**config.mk**
```make
export PLATFORM = sky130hd
export DESIGN_NAME = tbra_divider
export DESIGN_NICKNAME = d
export VERILOG_FILES = /design/src/rtl/core/tbra_pkg.sv /design/src/rtl/core/tbra_divider.sv
export SDC_FILE = /design/constraint.sdc
export NUM_CORES = 1
export LEC_CHECK = 0
export ABC_AREA = 1
export BUFFER_PORTS_ARGS = -buffer_cell sky130_fd_sc_hd__buf_4
export CORE_ASPECT_RATIO = 2
export CORE_MARGIN = 1
export CORE_UTILIZATION = 56
export CTS_BUF_LIST = sky130_fd_sc_hd__clkbuf_8
export DETAILED_ROUTE_END_ITERATION = 10
export GPL_ROUTABILITY_DRIVEN = 0
export GPL_TIMING_DRIVEN = 0
export HOLD_SLACK_MARGIN = 0.02
export PLACE_DENSITY_LB_ADDON = 0.25
export SKIP_CTS_REPAIR_TIMING = 1
export SYNTH_ARGS = -nofsm -noshare
export SYNTH_HDL_FRONTEND = slang
export SYNTH_SLANG_ARGS = --single-unit
```
**constraint.sdc**
```tcl
create_clock -name i_clk -period 5.1 [get_ports i_clk]
set_clock_uncertainty 0.05 [all_clocks]
set_input_delay 1.02 -clock i_clk [delete_from_list [all_inputs] [get_ports i_clk]]
set_output_delay 1.02 -clock i_clk [all_outputs]
set_load 0.03 [all_outputs]
```
**src/rtl/core/tbra_pkg.sv**
```systemverilog
`default_nettype none

package tbra_pkg;

    localparam int MAX_WINDOW = 64;
    localparam int IDX_W      = (MAX_WINDOW > 1) ? $clog2(MAX_WINDOW) : 1;

    localparam int CFG_IDX_W  = 8;
    localparam logic [CFG_IDX_W-1:0] CFG_WINDOW = CFG_IDX_W'(0);
    localparam logic [CFG_IDX_W-1:0] CFG_START  = CFG_IDX_W'(1);

    localparam logic [6:0] WINDOW_RESET = 7'd60;

    // divider iteration counts
    localparam int STEP_W = 7;
    localparam logic [STEP_W-1:0] MOD_STEPS = STEP_W'(33);
    localparam logic [STEP_W-1:0] DIV_STEPS = STEP_W'(64);

    typedef enum logic [2:0] {
        ST_IDLE,
        ST_MOD,
        ST_READ,
        ST_SUB,
        ST_ADD,
        ST_CHK,
        ST_DIV,
        ST_DONE
    } t_state;

    typedef struct packed {
        logic              start;
        logic [STEP_W-1:0] steps;
    } t_div_req;

    typedef struct packed {
        logic busy;
        logic done;
    } t_div_rsp;

    typedef struct packed {
        logic [63:0] sum;
        logic [31:0] cnt;
    } t_bucket;

    // window of zero acts as one, above the ring size it saturates
    function automatic logic [31:0] eff_window(input logic [6:0] w);
        logic [31:0] wx;
        wx = 32'(w);
        if (wx == 32'd0) begin
            return 32'd1;
        end
        if (wx > 32'(MAX_WINDOW)) begin
            return 32'(MAX_WINDOW);
        end
        return wx;
    endfunction

endpackage

`default_nettype wire

```
**src/rtl/core/tbra_divider.sv**
```systemverilog
`default_nettype none

module tbra_divider
    import tbra_pkg::*;
(
    input  wire logic        i_clk,
    input  wire logic        i_rst_n,
    input  wire t_div_req    i_req,
    input  wire logic [63:0] i_dividend,
    input  wire logic [31:0] i_divisor,
    output t_div_rsp         o_rsp,
    output logic [63:0]      o_quotient,
    output logic [31:0]      o_remainder
);

    logic [31:0]       r_rem;
    logic [63:0]       r_quo;
    logic [31:0]       r_dvs;
    logic [STEP_W-1:0] r_cnt;
    logic              r_busy;
    logic              r_done;

    logic [32:0] n_shift;
    logic [32:0] n_diff;
    logic        n_ge;

    // restoring shift-subtract, one quotient bit per cycle
    always_comb begin
        n_shift = {r_rem, r_quo[63]};
        n_diff  = n_shift - {1'b0, r_dvs};
        n_ge    = (n_shift >= {1'b0, r_dvs});
    end

    always_ff @(posedge i_clk) begin
        if (!i_rst_n) begin
            r_busy <= 1'b0;
            r_done <= 1'b0;
            r_cnt  <= '0;
        end else begin
            r_done <= !i_req.start && r_busy && (r_cnt == STEP_W'(1));
            if (i_req.start) begin
                r_busy <= 1'b1;
                r_cnt  <= i_req.steps;
            end else if (r_busy) begin
                r_cnt <= r_cnt - STEP_W'(1);
                if (r_cnt == STEP_W'(1)) begin
                    r_busy <= 1'b0;
                end
            end
        end
    end

    always_ff @(posedge i_clk) begin
        if (i_req.start) begin
            r_rem <= '0;
            r_quo <= i_dividend;
            r_dvs <= i_divisor;
        end else if (r_busy) begin
            r_rem <= n_ge ? n_diff[31:0] : n_shift[31:0];
            r_quo <= {r_quo[62:0], n_ge};
        end
    end

    assign o_rsp.busy  = r_busy;
    assign o_rsp.done  = r_done;
    assign o_quotient  = r_quo;
    assign o_remainder = r_rem;

endmodule

`default_nettype wire

```
Word-level counts from Yosys, hierarchy flattened
Index checks and enable logic that the tools add are counted.
Widths: inputs -> output; s select.
- equality and inequality tests: 1
- muxes and demuxes: 8
- reduce and logical (&&, ||, !) cells: 4
- $lt $le $gt $ge: 1
- $add $sub $neg: 2
- operator list (operator ; number):
    $mux 64 ; 2
    $ge 33x32->1 ; 1
    $mux 32 ; 1
    $sub 32x32->32 ; 1
    $mux 7 ; 2
    $eq 7x1->1 const B ; 1
    $sub 7x1->7 const B ; 1
    $mux 1 ; 3
    $logic_and 1x1->1 ; 2
    $reduce_bool 2->1 ; 1
    $logic_not 1->1 ; 1
- word-level logic and storage cells: 22
- register bits after elaboration: 137
- output and inout bits: 98
- bits of input ports: 106

Logic depth before layout (Yosys ltp)
- word-level depth: 4
- gate-level depth with buffers: 16
- depth with buffers taken out: 16

Worst setup path after synthesis
No wires, ideal clock.
- path kind: in2reg
- start: input port i_req[7] (netlist name)
- end: register r_quo[0] (netlist: o_quotient[0]), enable pin
- arrival: 3.528 ns
- setup time: 0.454 ns
- setup slack: 1.068 ns
- data required time: 4.596 ns
- stages: 4
- path buffers: 2
- path through: clkbuf_1 nor2_1 inv_1 clkbuf_1
- cells in the longest elaborated chain, start to end: 1
- ends and longest elaborated chain (element ; RTL line ; text):
    start: declaration ; tbra_divider.sv:8 ; input wire t_div_req i_req,
    $reduce_bool 2->1 (no line) ; - ;
    end signal: assignment ; tbra_divider.sv:56 ; r_quo <= i_dividend;
    end signal: assignment ; tbra_divider.sv:60 ; r_quo <= {r_quo[62:0], n_ge};
    end: declaration ; tbra_divider.sv:17 ; logic [63:0] r_quo;
No other way between the ends.
A chain may end at the register's enable or synchronous reset.

Worst setup path after layout
- start: input port i_req[7] (netlist name)
- end: register r_quo[57] (netlist: o_quotient[57]), enable pin
Same word-level chain as after synthesis.

==> metrics.yaml <==
run_status:
  status: "finished, final reports clean"
power:
  clockPowerShare: 0.319
  total_leakage_power_nw: 5.54
  fin_total_pwr_mw: 2.74
  net-switching-power_uw: 852
  power.share.switching: 0.311
  p_comb_frac: 0.195
  internal-power_mw: 1.89
  sequentialPowerShare: 0.487
  cellPowerDensity_mw_per_mm2: 262
  peakVddDrop_uv: 255
setup_path:
  critPathRequiredTime_ns: 5.19
  start_kind: "primary input"
  worst_ep_arrival_time_ns: 3.13
  path_class: "primary input to flip-flop"
  crit_path_max_fanout: 51
  cp-startpoint: "i_req[7]"
  setup.worst_path.end_class: "flip-flop"
  startpoint_of_the_most_critical_register_to_register_path: "o_quotient[63]"
sta:
  slew-limit-headroom: 0.565
  timing.final.setup_violations: 0
  tns_ns: 0
  setup_slack_ns: 2.06
  max_clock_freq_mhz: 329
  worst_hold_slack_ns: 0.445
  finalCritPeriodShare: 0.596
  report.final.slew_viol_count: 0
  rsz0062_at_grt: "no"
  period_minus_slack_ns: 3.04
  max_slew.worst_pin.slew_ns: 0.652
  final-hold-violation-count: 0
routing:
  postRouteAntennaNets: 0
  detail_route.wl_per_cell_um: 14.8
  first_iter_violations: 443
  drc: 0
  drt-pass1-iter-count: 5
  dr_total_vias: 7956
  routed_wirelength_um: 22900
  routed_via_density: 5.14
floorplan:
  die-width_um: 88.0
  overall_die_area_mm2: 0.0153
  die_h_um: 174
  floorplan.core_area_mm2: 0.0144
  ioPinCount: 204
  initial_utilization: 0.574
  placement_rows: 62
cts:
  insertion_delay_to_the_later_sink_of_the_worst_skew_pair_ns: 0.47
  htree_levels: 4
  clk_pin_slew_worst_paths_ns: 0.08
  cts_made_buffers: 17
  clock_tree_from_tritoncts: "done"
  clockBufferDepth: 2
  number_of_sinks_on_the_clock_net: 137
  root_buffer: "sky130_fd_sc_hd__clkbuf_8"
placement:
  placement.setup.worst_slack_ns: 1.59
  numPortBuffers: 203
  place_hpwl_um: 18000
synthesis:
  mapped_cells: 1121
  yosysTopAreaCellShare: 0.348
  yosysUniqueCellTypes: 39
  ys_warn_count: 0
  synth.yosys.seq_area_share: 0.447
  synth_seq_cells: 137
  synth_nets: 1262
  synth_largest_area_cell: "sky130_fd_sc_hd__edfxtp_1"
  leading_cell_types_by_total_area_after_synthesis: "sky130_fd_sc_hd__edfxtp_1, sky130_fd_sc_hd__nand2_1, sky130_fd_sc_hd__dfxtp_1"
  avgSynthCellArea_um2: 7.39
  netlist_area_mm2: 0.00829
global_routing:
  grt_start_max_net_pins: 52
  globalRoute.totalOverflow: 0
  grt_usage: 0.316
  grt_pass1_vias: 8080
  antenna_found_initial: 0
  first_pass_grt_wire_length_um: 36500
finish:
  most_frequent_standard_cell_in_the_layout_excluding_fill_and_tap_cells: "sky130_fd_sc_hd__nand2_1"
  drive_gt1_frac: 0.205
  antenna_diode_count: 0
  syn2layout_area_growth_pct: 26.2
  fillCellCount: 1209
  total_number_of_nets_in_the_final_design: 1485
  finalCoreUtilization: 0.725
  final_cell_mix: "sky130_fd_sc_hd__nand2_1, sky130_fd_sc_hd__buf_4, sky130_fd_sc_hd__inv_1, sky130_fd_sc_hd__edfxtp_1, sky130_fd_sc_hd__nand3_1"
hold_path:
  holdCritPathClass: "flip-flop to flip-flop"
  holdCritStartpoint: "o_remainder[22]"
job:
  max_cap_violations: 0
==> metal layers <==
metal  share of wire  vias to the layer above  GRT usage  routed length [um]
li1                -                     3956          -                   -
met1            0.33                     3589      0.287                7480
met2            0.55                      311      0.578               12500
met3           0.060                      100     0.0798                1380
met4           0.068                        0      0.224                1550
met5               0                        -          0                   0
==> flip-flops by register name, indices dropped and copies added (netlist names) <==
signal / count
o_quotient: 64
o_remainder: 32
r_busy: 1
r_cnt: 7
r_done: 1
r_dvs: 32
==> power by group through the flow <==
stage	combinational (mW)	sequential (mW)	clock, mW
finish	0.533	1.33	0.873
global route	0.576	1.34	0.929
CTS	0.533	1.33	0.881
detailed placement	0.533	1.35	0
global placement	0.519	1.36	0
floorplan	0.202	1.46	0
==> per-stage QoR <==
step | instance area (um2) | std cells
after floorplan | 8290 | 1121
after global placement | 10100 | 1516
after detailed placement | 10100 | 1517
after CTS | 10500 | 1549
after global routing | 10500 | 1549
final | 10500 | 1549
==> cells in the mapped netlist <==
cell type,instances
sky130_fd_sc_hd__o21ai_0,11
sky130_fd_sc_hd__ha_1,34
sky130_fd_sc_hd__nor3_2,1
sky130_fd_sc_hd__nand2_8,1
sky130_fd_sc_hd__a22oi_1,2
sky130_fd_sc_hd__o21ai_1,14
sky130_fd_sc_hd__nand2_1,485
sky130_fd_sc_hd__buf_1,4
sky130_fd_sc_hd__nor2_4,2
sky130_fd_sc_hd__or2_1,1
sky130_fd_sc_hd__clkbuf_1,15
sky130_fd_sc_hd__nor2_8,1
sky130_fd_sc_hd__nor3_1,5
sky130_fd_sc_hd__nor2_1,43
sky130_fd_sc_hd__nand3_1,78
sky130_fd_sc_hd__dfxtp_1,41
sky130_fd_sc_hd__fa_1,1
sky130_fd_sc_hd__buf_4,4
sky130_fd_sc_hd__nand3b_1,18
sky130_fd_sc_hd__clkinv_1,1
sky130_fd_sc_hd__xnor2_1,15
sky130_fd_sc_hd__xor2_1,3
sky130_fd_sc_hd__a21oi_1,26
sky130_fd_sc_hd__a211oi_1,1
sky130_fd_sc_hd__nor2_2,6
sky130_fd_sc_hd__inv_2,3
sky130_fd_sc_hd__buf_6,6
sky130_fd_sc_hd__buf_2,3
sky130_fd_sc_hd__nor4_1,1
sky130_fd_sc_hd__nand2_2,10
sky130_fd_sc_hd__nand3_2,3
sky130_fd_sc_hd__a31oi_1,6
sky130_fd_sc_hd__inv_1,167
sky130_fd_sc_hd__nand4_1,4
sky130_fd_sc_hd__and3_1,1
sky130_fd_sc_hd__o21bai_1,6
sky130_fd_sc_hd__edfxtp_1,96
sky130_fd_sc_hd__and2_1,1
sky130_fd_sc_hd__nand2_4,1
==> path summary, 6_finish.rpt <==
path / to / slack, ns / cells past startpoint
max: o_quotient[57] / 2.06 / 6
min: o_remainder[22] / 0.44 / 2
max reg2reg: o_remainder[28] / 2.47 / 13
min reg2reg: o_remainder[22] / 0.44 / 2
==> critical path: stages <==
cell and delay [ns]:
sky130_fd_sc_hd__buf_4 0.40, sky130_fd_sc_hd__clkbuf_1 0.37, sky130_fd_sc_hd__nor2_1 0.21, sky130_fd_sc_hd__inv_1 0.30
sky130_fd_sc_hd__clkbuf_4 0.46, sky130_fd_sc_hd__buf_16 0.29
==> logic make-up (layout without fill, tap and decap cells) <==
family | count (synthesis) | in the layout | share of synthesized area
AO/OA/AOI/OAI | 66 | 66 | 0.0435
XOR/XNOR | 18 | 18 | 0.0190
AND/OR/NAND/NOR | 662 | 662 | 0.337
buffers and inverters | 203 | 439 | 0.0996
adder cells (fa/ha/maj) | 35 | 35 | 0.0537
flip-flops | 137 | 137 | 0.447
==> area by class of cell <==
class / instances / area (um2) / area share
plain buffers: 32 / 188 / 0.0179
repair buffers: 204 / 1550 / 0.148
clock buffers: 17 / 234 / 0.0224
clock inverters: 15 / 144 / 0.0138
flip-flops and latches: 137 / 3700 / 0.354
inverters: 171 / 642 / 0.0613
multi-input cells: 781 / 3760 / 0.359
well taps: 192 / 240 / 0.0230
Power figures use the tool's default switching activity.
